### src/rtl/core/dmsl_pkg.sv
package dmsl_pkg;

   // Stream payload widths, padded to whole bytes.
   localparam int REQ_DATA_W = 56;
   localparam int RSP_DATA_W = 56;
   localparam int CSR_INDEX_W = 3;
   localparam int CSR_DATA_W = 16;

   // Configuration register indexes.
   typedef enum logic [CSR_INDEX_W-1:0] {
      CSR_PWM_MAX       = 3'd0,
      CSR_PWM_DEADBAND  = 3'd1,
      CSR_REVERSE_GUARD = 3'd2,
      CSR_ACCEL_RATE    = 3'd3,
      CSR_DECEL_RATE    = 3'd4
   } csr_index_type;

   localparam logic [7:0]  PWM_MAX_RESET       = 8'd255;
   localparam logic [7:0]  PWM_DEADBAND_RESET  = 8'd0;
   localparam logic [7:0]  REVERSE_GUARD_RESET = 8'd60;
   localparam logic [15:0] ACCEL_RATE_RESET    = 16'd500;
   localparam logic [15:0] DECEL_RATE_RESET    = 16'd800;

   // Any rate*dt product above this value rounds to a limit of 512 or
   // more, which saturates to 511 anyway.
   localparam logic [18:0] PROD_SAT      = 19'd511499;
   localparam logic [19:0] ROUND_HALF    = 20'd500;
   // x/1000 = (x/8)/125; the quotient by 125 is a multiply by
   // ceil(2^23/125), exact for dividends below 2^16.
   localparam logic [16:0] RECIP_125     = 17'd67109;
   localparam int          RECIP_SHIFT   = 23;
   localparam logic [8:0]  STEP_LIMIT_MIN = 9'd1;

   typedef struct packed {
      logic signed [8:0] target_left;
      logic signed [8:0] target_right;
      logic [31:0]       now_ms;
      logic              safe_stop;
   } stage1_type;

   typedef struct packed {
      logic signed [8:0] target_left;
      logic signed [8:0] target_right;
      logic              safe_stop;
      logic [18:0]       accel_prod;
      logic [18:0]       decel_prod;
   } stage2_type;

   typedef struct packed {
      logic signed [8:0] target_left;
      logic signed [8:0] target_right;
      logic              safe_stop;
      logic [8:0]        step_up;
      logic [8:0]        step_down;
   } stage3_type;

   typedef struct packed {
      logic [7:0] fwd;
      logic [7:0] rev;
   } bridge_type;

   // Rounded quotient by 1000 of a saturated product, kept within 1..511.
   function automatic logic [8:0] step_limit(input logic [18:0] prod);
      logic [19:0] rounded;
      logic [32:0] scaled;
      logic [8:0]  quot;
      rounded = {1'b0, prod} + ROUND_HALF;
      scaled  = 33'(rounded[18:3]) * 33'(RECIP_125);
      quot    = scaled[RECIP_SHIFT+8:RECIP_SHIFT];
      return (quot == 9'd0) ? STEP_LIMIT_MIN : quot;
   endfunction

   function automatic logic [8:0] magnitude(input logic signed [8:0] value);
      return value[8] ? 9'(-value) : 9'(value);
   endfunction

   // A reversal from a level above the guard is forced through zero first.
   function automatic logic signed [8:0] guard_target(
      input logic signed [8:0] level,
      input logic signed [8:0] target,
      input logic [7:0]        guard
   );
      if (target == 9'sd0) begin
         return 9'sd0;
      end else if (level == 9'sd0) begin
         return target;
      end else if ((level[8] != target[8]) && (magnitude(level) > {1'b0, guard})) begin
         return 9'sd0;
      end else begin
         return target;
      end
   endfunction

   function automatic logic signed [8:0] ramp_to(
      input logic signed [8:0] prev,
      input logic signed [8:0] target,
      input logic [8:0]        step_up,
      input logic [8:0]        step_down
   );
      logic signed [10:0] prev_w;
      logic signed [10:0] target_w;
      logic signed [10:0] next_w;
      prev_w   = 11'(prev);
      target_w = 11'(target);
      if (target_w > prev_w) begin
         next_w = prev_w + $signed({2'b00, step_up});
         return (next_w < target_w) ? next_w[8:0] : target;
      end else begin
         next_w = prev_w - $signed({2'b00, step_down});
         return (next_w > target_w) ? next_w[8:0] : target;
      end
   endfunction

   function automatic bridge_type drive(
      input logic signed [8:0] level,
      input logic [7:0]        pwm_max,
      input logic [7:0]        deadband
   );
      logic [8:0] duty;
      bridge_type result;
      duty = magnitude(level);
      if (duty > {1'b0, pwm_max}) begin
         duty = {1'b0, pwm_max};
      end
      result = '0;
      if (duty >= {1'b0, deadband}) begin
         if (level > 9'sd0) begin
            result.fwd = duty[7:0];
         end else begin
            result.rev = duty[7:0];
         end
      end
      return result;
   endfunction

endpackage

### src/rtl/core/dual_motor_slew_limiter_top.sv
// A request beat runs through stages one to three and the output register onto rsp_tvalid.
// Throughput: one beat per cycle unless the output stalls; the ramp levels close their loop in
// the last stage alone. A stage holds a beat the next cannot take; stalls squeeze out bubbles.
// Reset (synchronous, active high) empties the pipeline, zeroes both ramps and the step time,
// and loads the configuration registers with their documented defaults.
module dual_motor_slew_limiter_top
   import dmsl_pkg::*;
(
   input  logic                   clock,
   input  logic                   reset,

   // Configuration write port.
   input  logic                   csr_we,
   input  logic [CSR_INDEX_W-1:0] csr_index,
   input  logic [CSR_DATA_W-1:0]  csr_wdata,

   // Request stream.
   input  logic                   req_tvalid,
   output logic                   req_tready,
   // From bit 0: target_left[8:0], target_right[8:0], now_ms[31:0], zero padding.
   input  logic [REQ_DATA_W-1:0]  req_tdata,
   // Bit 0: safe_stop.
   input  logic                   req_tuser,

   // Response stream.
   output logic                   rsp_tvalid,
   input  logic                   rsp_tready,
   // From bit 0: left_fwd_pwm[7:0], left_rev_pwm[7:0], right_fwd_pwm[7:0],
   // right_rev_pwm[7:0], level_left[8:0], level_right[8:0], zero padding.
   output logic [RSP_DATA_W-1:0]  rsp_tdata
);

   // Configuration registers.
   logic [7:0]  pwm_max_ff;
   logic [7:0]  pwm_deadband_ff;
   logic [7:0]  reverse_guard_ff;
   logic [15:0] accel_rate_ff;
   logic [15:0] decel_rate_ff;

   // Controller state. The step time is updated as a beat leaves stage one; the ramps
   // are updated as a beat leaves stage three, so every beat sees its predecessor's state.
   logic [31:0]       last_step_ms_ff;
   logic [31:0]       last_step_ms_in;
   logic signed [8:0] ramp_left_ff;
   logic signed [8:0] ramp_right_ff;
   logic signed [8:0] ramp_left_in;
   logic signed [8:0] ramp_right_in;

   // Pipeline registers and their valid flags.
   stage1_type s1_ff;
   stage1_type s1_in;
   stage2_type s2_ff;
   stage2_type s2_in;
   stage3_type s3_ff;
   stage3_type s3_in;
   logic [RSP_DATA_W-1:0] rsp_data_ff;
   logic [RSP_DATA_W-1:0] rsp_data_in;
   logic s1_valid_ff;
   logic s2_valid_ff;
   logic s3_valid_ff;
   logic rsp_valid_ff;

   // A stage can take a beat when it is empty or its beat moves on in the same cycle.
   logic out_ready;
   logic s3_ready;
   logic s2_ready;
   logic s1_ready;

   assign out_ready = !rsp_valid_ff || rsp_tready;
   assign s3_ready  = !s3_valid_ff || out_ready;
   assign s2_ready  = !s2_valid_ff || s3_ready;
   assign s1_ready  = !s1_valid_ff || s2_ready;

   assign req_tready = s1_ready;
   assign rsp_tvalid = rsp_valid_ff;
   assign rsp_tdata  = rsp_data_ff;

   // Configuration writes; indexes beyond the register list are ignored.
   always_ff @(posedge clock) begin
      if (reset) begin
         pwm_max_ff       <= PWM_MAX_RESET;
         pwm_deadband_ff  <= PWM_DEADBAND_RESET;
         reverse_guard_ff <= REVERSE_GUARD_RESET;
         accel_rate_ff    <= ACCEL_RATE_RESET;
         decel_rate_ff    <= DECEL_RATE_RESET;
      end else if (csr_we) begin
         case (csr_index)
            CSR_PWM_MAX:       pwm_max_ff       <= csr_wdata[7:0];
            CSR_PWM_DEADBAND:  pwm_deadband_ff  <= csr_wdata[7:0];
            CSR_REVERSE_GUARD: reverse_guard_ff <= csr_wdata[7:0];
            CSR_ACCEL_RATE:    accel_rate_ff    <= csr_wdata;
            CSR_DECEL_RATE:    decel_rate_ff    <= csr_wdata;
            default: ;
         endcase
      end
   end

   // Stage one captures the request beat as it arrives.
   always_comb begin
      s1_in.target_left  = $signed(req_tdata[8:0]);
      s1_in.target_right = $signed(req_tdata[17:9]);
      s1_in.now_ms       = req_tdata[49:18];
      s1_in.safe_stop    = req_tuser;
   end

   // Stage two: elapsed time and the rate products. A stored step time of zero means
   // there was no step yet, so the elapsed time counts as zero. Every beat, safe stop
   // included, records its own time as the new step time. Products are saturated
   // where the step limit would saturate, so only 19 bits travel on.
   logic [31:0] elapsed_ms;
   logic [47:0] accel_full;
   logic [47:0] decel_full;

   always_comb begin
      elapsed_ms = (last_step_ms_ff == 32'd0) ? 32'd0 : s1_ff.now_ms - last_step_ms_ff;
      accel_full = 48'(accel_rate_ff) * 48'(elapsed_ms);
      decel_full = 48'(decel_rate_ff) * 48'(elapsed_ms);

      s2_in.target_left  = s1_ff.target_left;
      s2_in.target_right = s1_ff.target_right;
      s2_in.safe_stop    = s1_ff.safe_stop;
      s2_in.accel_prod   = (accel_full > 48'(PROD_SAT)) ? PROD_SAT : accel_full[18:0];
      s2_in.decel_prod   = (decel_full > 48'(PROD_SAT)) ? PROD_SAT : decel_full[18:0];

      last_step_ms_in = (s1_valid_ff && s2_ready) ? s1_ff.now_ms : last_step_ms_ff;
   end

   // Stage three: rounded division by 1000 into step limits of 1 to 511.
   always_comb begin
      s3_in.target_left  = s2_ff.target_left;
      s3_in.target_right = s2_ff.target_right;
      s3_in.safe_stop    = s2_ff.safe_stop;
      s3_in.step_up      = step_limit(s2_ff.accel_prod);
      s3_in.step_down    = step_limit(s2_ff.decel_prod);
   end

   // Output stage: reverse guard, ramp toward the guarded target and the bridge drive.
   // Safe stop zeroes both ramps and every output field.
   logic signed [8:0] guarded_left;
   logic signed [8:0] guarded_right;
   logic signed [8:0] level_left;
   logic signed [8:0] level_right;
   bridge_type        bridge_left;
   bridge_type        bridge_right;

   always_comb begin
      guarded_left  = guard_target(ramp_left_ff, s3_ff.target_left, reverse_guard_ff);
      guarded_right = guard_target(ramp_right_ff, s3_ff.target_right, reverse_guard_ff);

      if (s3_ff.safe_stop) begin
         level_left  = 9'sd0;
         level_right = 9'sd0;
      end else begin
         level_left  = ramp_to(ramp_left_ff, guarded_left, s3_ff.step_up, s3_ff.step_down);
         level_right = ramp_to(ramp_right_ff, guarded_right, s3_ff.step_up, s3_ff.step_down);
      end

      bridge_left  = drive(level_left, pwm_max_ff, pwm_deadband_ff);
      bridge_right = drive(level_right, pwm_max_ff, pwm_deadband_ff);

      rsp_data_in = {6'd0, level_right, level_left, bridge_right.rev, bridge_right.fwd,
                     bridge_left.rev, bridge_left.fwd};

      if (s3_valid_ff && out_ready) begin
         ramp_left_in  = level_left;
         ramp_right_in = level_right;
      end else begin
         ramp_left_in  = ramp_left_ff;
         ramp_right_in = ramp_right_ff;
      end
   end

   // Control state and valid flags.
   always_ff @(posedge clock) begin
      if (reset) begin
         s1_valid_ff     <= 1'b0;
         s2_valid_ff     <= 1'b0;
         s3_valid_ff     <= 1'b0;
         rsp_valid_ff    <= 1'b0;
         last_step_ms_ff <= 32'd0;
         ramp_left_ff    <= 9'sd0;
         ramp_right_ff   <= 9'sd0;
      end else begin
         if (s1_ready) begin
            s1_valid_ff <= req_tvalid;
         end
         if (s2_ready) begin
            s2_valid_ff <= s1_valid_ff;
         end
         if (s3_ready) begin
            s3_valid_ff <= s2_valid_ff;
         end
         if (out_ready) begin
            rsp_valid_ff <= s3_valid_ff;
         end
         last_step_ms_ff <= last_step_ms_in;
         ramp_left_ff    <= ramp_left_in;
         ramp_right_ff   <= ramp_right_in;
      end
   end

   // Payload registers load whenever their stage may take a beat.
   always_ff @(posedge clock) begin
      if (s1_ready) begin
         s1_ff <= s1_in;
      end
      if (s2_ready) begin
         s2_ff <= s2_in;
      end
      if (s3_ready) begin
         s3_ff <= s3_in;
      end
      if (out_ready) begin
         rsp_data_ff <= rsp_data_in;
      end
   end

endmodule
### config.mk
export PLATFORM = sky130hd
export DESIGN_NAME = dual_motor_slew_limiter_top
export DESIGN_NICKNAME = d
export VERILOG_FILES = /design/src/rtl/core/dmsl_pkg.sv /design/src/rtl/core/dual_motor_slew_limiter_top.sv
export SDC_FILE = /design/constraint.sdc
export NUM_CORES = 2
export LEC_CHECK = 0
export ABC_AREA = 1
export BUFFER_PORTS_ARGS = -buffer_cell sky130_fd_sc_hd__buf_2
export CAP_MARGIN = 40
export CORE_AREA = 2 2 409 411
export DETAILED_ROUTE_END_ITERATION = 6
export DIE_AREA = 0 0 411 413
export GPL_ROUTABILITY_DRIVEN = 0
export PLACE_DENSITY = 0.53
export SETUP_SLACK_MARGIN = 0.2
export SYNTH_ARGS = -nofsm -noshare
export SYNTH_HDL_FRONTEND = slang
export SYNTH_SLANG_ARGS = --single-unit
### constraint.sdc
create_clock -name clock -period 9.8 [get_ports clock]
set_clock_uncertainty 0.05 [all_clocks]
set_input_delay 1.96 -clock clock [delete_from_list [all_inputs] [get_ports clock]]
set_output_delay 1.96 -clock clock [all_outputs]
set_load 0.005 [all_outputs]
# == Word-level counts from Yosys, hierarchy flattened ==
# Cells that the tools add are included.
# op_classes
addsub,11
mul,4
n_lt_le_gt_ge,16
eq_ne,6
muxes,21
bitwise_logic,2
reduce_logical,29
# op_table
operator,count
two-way mux 9 bit,20
"greater-than comparator 48 x 19 -> 1 bit, second input constant",2
multiplier 16 x 32 -> 48 bit,2
"multiplier 16 x 17 -> 32 bit, second input constant",2
zero test 9 bit,6
"adder 19 x 9 -> 19 bit, second input constant",2
greater-than comparator 9 x 8 -> 1 bit,4
negator 9 bit,4
zero test 32 bit,1
two-way mux 32 bit,1
subtractor 32 bit,1
adder 9 x 10 -> 11 bit,2
greater-than comparator 11 x 9 -> 1 bit,2
< comparator 11 x 9 -> 1 bit,2
subtractor 9 x 10 -> 11 bit,2
greater-or-equal comparator 9 x 8 -> 1 bit,2
"greater-than comparator 9 x 1 -> 1 bit, second input constant",2
greater-than comparator 9 bit,2
AND reduction 2 bit,7
"equality test 3 x 2 -> 1 bit, second input constant",2
logical AND 1 bit,4
zero test 1 bit,4
logical OR 1 bit,4
OR reduction 2 bit,2
other kinds (5),7
# word_totals
regBits,305
in_bits,81
elab_cells,120

# == Longest topological paths before layout ==
# depth
word_depth,18
ltp_mapped,60

# == Least setup slack after synthesis ==
# No wires, ideal clock.
# synth_timing
kind,reg2reg
start,register s1_ff[1] in the netlist's numbering
end,register s2_ff[10] in the netlist's numbering (data pin)
arrival_ns,8.094
t_required_ns,9.464
setup_slack_ns,1.370
path_stages_with_launch,44
path_buffers,1
synth_period_minus_slack_ns,8.430
path_cell_list,edfxtp_1 -> inv_1 -> ha_1 -> fa_1 -> inv_1 -> nand2_1 -> o21ai_1 -> a21oi_1 -> o21ai_2 -> a21boi_1 -> o21ai_1 -> a21boi_1 -> inv_1 -> or2_2 -> nand3_1 -> inv_1 -> clkbuf_1 -> nand2_1 -> [... 8 more ...] -> fa_1 -> ha_1 -> a21oi_1 -> o21ai_0 -> a21oi_1 -> o21ai_1 -> a21oi_2 -> o21ai_2 -> a21boi_1 -> o21bai_2 -> a21oi_1 -> inv_1 -> nand2_1 -> nand2_1 -> nor3_2 -> inv_1 -> nor2_4 -> nand4_1
# synth_between
elab_chain_cells,4
# synth_rtl
item,line_no,text
"start, declared",dual_motor_slew_limiter_top.sv:50,stage1_type s1_ff;
"start signal, assigned",dual_motor_slew_limiter_top.sv:205,s1_ff <= s1_in;
subtractor 32 bit (*),dual_motor_slew_limiter_top.sv:115,elapsed_ms = (last_step_ms_ff == 32'd0) ? 32'd0 : s1_ff.now_ms - last_step_ms_ff;
two-way mux 32 bit (*),dual_motor_slew_limiter_top.sv:115,
multiplier 16 x 32 -> 48 bit (*),dual_motor_slew_limiter_top.sv:117,decel_full = 48'(decel_rate_ff) * 48'(elapsed_ms);
greater-than comparator 48 x 19 -> 1 bit,dual_motor_slew_limiter_top.sv:123,s2_in.decel_prod = (decel_full > 48'(PROD_SAT)) ? PROD_SAT : decel_full[18:0];
"end signal, assigned",dual_motor_slew_limiter_top.sv:208,s2_ff <= s2_in;
"end, declared",dual_motor_slew_limiter_top.sv:52,stage2_type s2_ff;
# Mark *: on every way between the ends. The rest lies on a longest branch, timed or not.
# A chain may end at the register's enable or synchronous reset.

# == Worst setup path after layout ==
# layout_timing
start,register s1_ff[3] in the netlist's numbering
end,register s2_ff[13] in the netlist's numbering (data pin)
# Same word-level chain as after synthesis.

==> key figures <==
Yosys
  • Syn Area/Cell: approximately 8.3 µm²
  • Library cells used by synthesis: 75
  • Sequential share of the synthesized area: between 10 and 15%
  • Yosys reg bits: roughly 300
  • Syn Std Cell Area: around 0.058 mm²
  • Ys Warns: 0
  • Dominant synthesized flop cell: edfxtp_1
  • EDFF count, synth: ~190
  • Ys async rst share: 0%
  • Cell count after synthesis: a little under 7,000

CTS
  • H-tree depth: 2
  • CTS tree: yes
  • Clock Pin Slew Worst Setup and Hold Paths: roughly 0.060 ns
  • Clock Path Buffers: 3
  • CTS Buf Count: 35
  • Worst-Skew Late Latency: ~0.65 ns
  • Clock sink count: 301
  • CTS root buf: clkbuf_16
  • Post-CTS Hold Buffers: 0

Hold path
  • Worst min path class: flop to flop
  • Hold path start: s1_ff[37]

Worst setup path
  • Crit Path Max Fanout: 13
  • Worst Path Required: about 10 ns
  • Critical path origin: s1_ff[3]
  • Critical path's slowest cell: fa_1
  • Endpoint type of the worst setup path: flop
  • Setup CP Type: flop to flop
  • Worst R2R Start: s1_ff[3]
  • Worst path max stage delay: 0.57 ns
  • CP Launch Type: flop
  • Critical path arrival: a little under 10 ns

Floorplanning
  • I/O pin cnt: roughly 140
  • Floorplan core area: ~0.17 mm²
  • Die width: roughly 400 µm
  • Initial cell density of the core: between 30% and 40%
  • Die Area: 0.170 mm²
  • Row count: 150
  • Die Height: ~410 µm

Timing
  • Tcrit/Tclk final: 94.2%
  • Relative slew slack: between 40 and 50%
  • Unrepaired setup endpoints after global routing: false
  • Min Tclk post-route: between 9 and 10 ns
  • Final setup TNS: 0 ns
  • Setup violators final: 0
  • Maximum achievable frequency: about 110 MHz
  • Fin. Hold Viols: 0
  • Max Slew Vio Count: 0
  • Worst-Margin Slew: between 0.8 and 0.9 ns
  • Worst setup margin: 0.571 ns

Drt
  • Initial DRC Count: 3,213
  • Via count: roughly 47,000
  • Wirelength per Cell: between 15 and 20 µm
  • DRC Markers: 0
  • Number of routed nets with antenna violations: 0
  • Total Wirelength: around 180,000 µm
  • Drt via density: 5.06
  • Pre-antenna DRT Iters: 6

Global route
  • Overall Global Routing Usage: 21.0%
  • Initial antenna violation count: 5
  • Met3 Usage GRT: roughly 3.2%
  • First-pass GRT wire length: roughly 280,000 µm
  • Number of global-route vias before repair: between 40,000 and 50,000
  • Pin count of the biggest net entering global routing: about 80
  • Met2 Use GR: a little over a third
  • M1 GR Usage: a little over a quarter
  • Total grt overflow: 0
  • Busiest grt layer: met2

Placement
  • DP Wirelength: about 150,000 µm
  • Place WS: about 0.062 ns
  • DP Cell Count: about 9,000
  • Port bufs: roughly 130

Cells and area
  • Final Util: 38.9%
  • Fraction of layout instances using a drive strength above 1: a little over a tenth
  • Fin cells: slightly above 9,000
  • Total Nets Final: 8,798
  • Synthesis-to-layout area growth: 12.1%
  • Commonest non-fill, non-tap cell in the layout: inv_1
  • Most frequent cells in the layout: inv_1 (1,441), nand2_1 (1,197), fa_1 (916), ha_1 (660), nor2_1 (576)

Status
  • Status: finished clean

Run
  • Max cap viols: 0
-- sequential cells by signal (all words and copies together) (netlist names), 16 cells and up --
name             cells
s2_ff               53
s1_ff               51
last_step_ms_ff     32
decel_rate_ff       16
rsp_tdata           50
accel_rate_ff       16
s3_ff               37
-- final cells by class --
type / count / area (µm²)
Antenna cell: 2 / 5.00
Fill cell: 17028 / 101000
Tap cell: 2204 / 2760
Clock buffer: 45 / 985
Sequential cell: 301 / 7940
Timing Repair Buffer: 397 / 3050
Multi-Input combinational cell: 4894 / 43900
Clock inverter: 19 / 174
Inverter: 1484 / 5610
-- critical path, delay by kind of cell, from the launching register on --
family	cells	cell delay, ns
compound gates	12	2.27
fa+ha+maj	8	3.75
buf+inv	9	1.08
flops	1	0.43
simple gates	9	1.51
-- path summary, 6_finish.rpt --
kind / end / slack [ns] / depth (start not counted)
setup / recovery: s2_ff[13] / 0.57 / 38
hold / removal: s2_ff[43] / 0.37 / 0
setup reg to reg: s2_ff[13] / 0.57 / 38
hold reg to reg: s2_ff[43] / 0.37 / 0
-- kinds of logic after synthesis --
logic type      Yosys count  synth area share (%)
fa+ha+maj              1604                  46.9
flops                   301                  13.8
buf+inv                1716                  11.6
compound gates          837                  8.35
simple gates           2278                  16.8
other cells               1               0.00652
xor+xnor                168                  2.56
-- per-layer routing --
metal	share of wire [%]	vias to the layer above
li1	-	21956
met1	42	23498
met2	48	1467
met3	6.3	331
met4	4.3	8
met5	0.032	-
-- cells in the mapped netlist (5+ instances only) --
library cell   instances  area [µm²]
dlygate4sd3_1          8        80.1
buf_2                 18        90.1
nor4_1                13        81.3
a21oi_1              384        1920
buf_6                  8        90.1
nand2_2               25         156
o21a_1                26         195
nand4_1              149         932
nand2_4                6        67.6
buf_4                 19         143
a21oi_2               11        96.3
o211ai_1              37         278
o21ai_0              211        1060
a21boi_0               7        52.6
nor2_2                 6        37.5
o31ai_1                7        52.6
clkbuf_1             173         649
a21o_1                21         158
nand2_1             1220        4580
a21boi_1               5        37.5
a211oi_1               8        60.1
fa_1                 919       18400
a221oi_1               6        52.6
o21bai_1              21         158
o221ai_1               9        78.8
nor3_1                39         195
nand3_2               14         140
a31oi_1               22         138
xor2_1               114         998
inv_2                 13        48.8
nor2_1               599        2250
edfxtp_1             191        5740
nand3_1              143         716
ha_1                 685        8570
clkinv_1              13        48.8
o21ai_1               28         140
or2_2                 37         231
xnor2_1               54         473
o21ai_2               10        87.6
dfxtp_1              110        2200
inv_1               1457        5470
-- timing repair --
action | 4_1_cts | 5_1_grt
resized for setup | 6 | 235
setup endpoints to repair | 19 | 66
buffers inserted | 0 | 58
gates cloned | 0 | 3
pin swaps | 0 | 86
-- through the flow --
step / hold WS [ns] / area (µm²)
5_1_grt: 0.375 / 64500
6_report: 0.366 / 64500
2_1_floorplan: 0.350 / 57500
3_3_place_gp: 0.353 / 61600
4_1_cts: 0.370 / 62900
3_5_place_dp: 0.355 / 61700
Power is not shown: default switching activity piles up to over one toggle a cycle in this logic, so the estimate is an artifact.
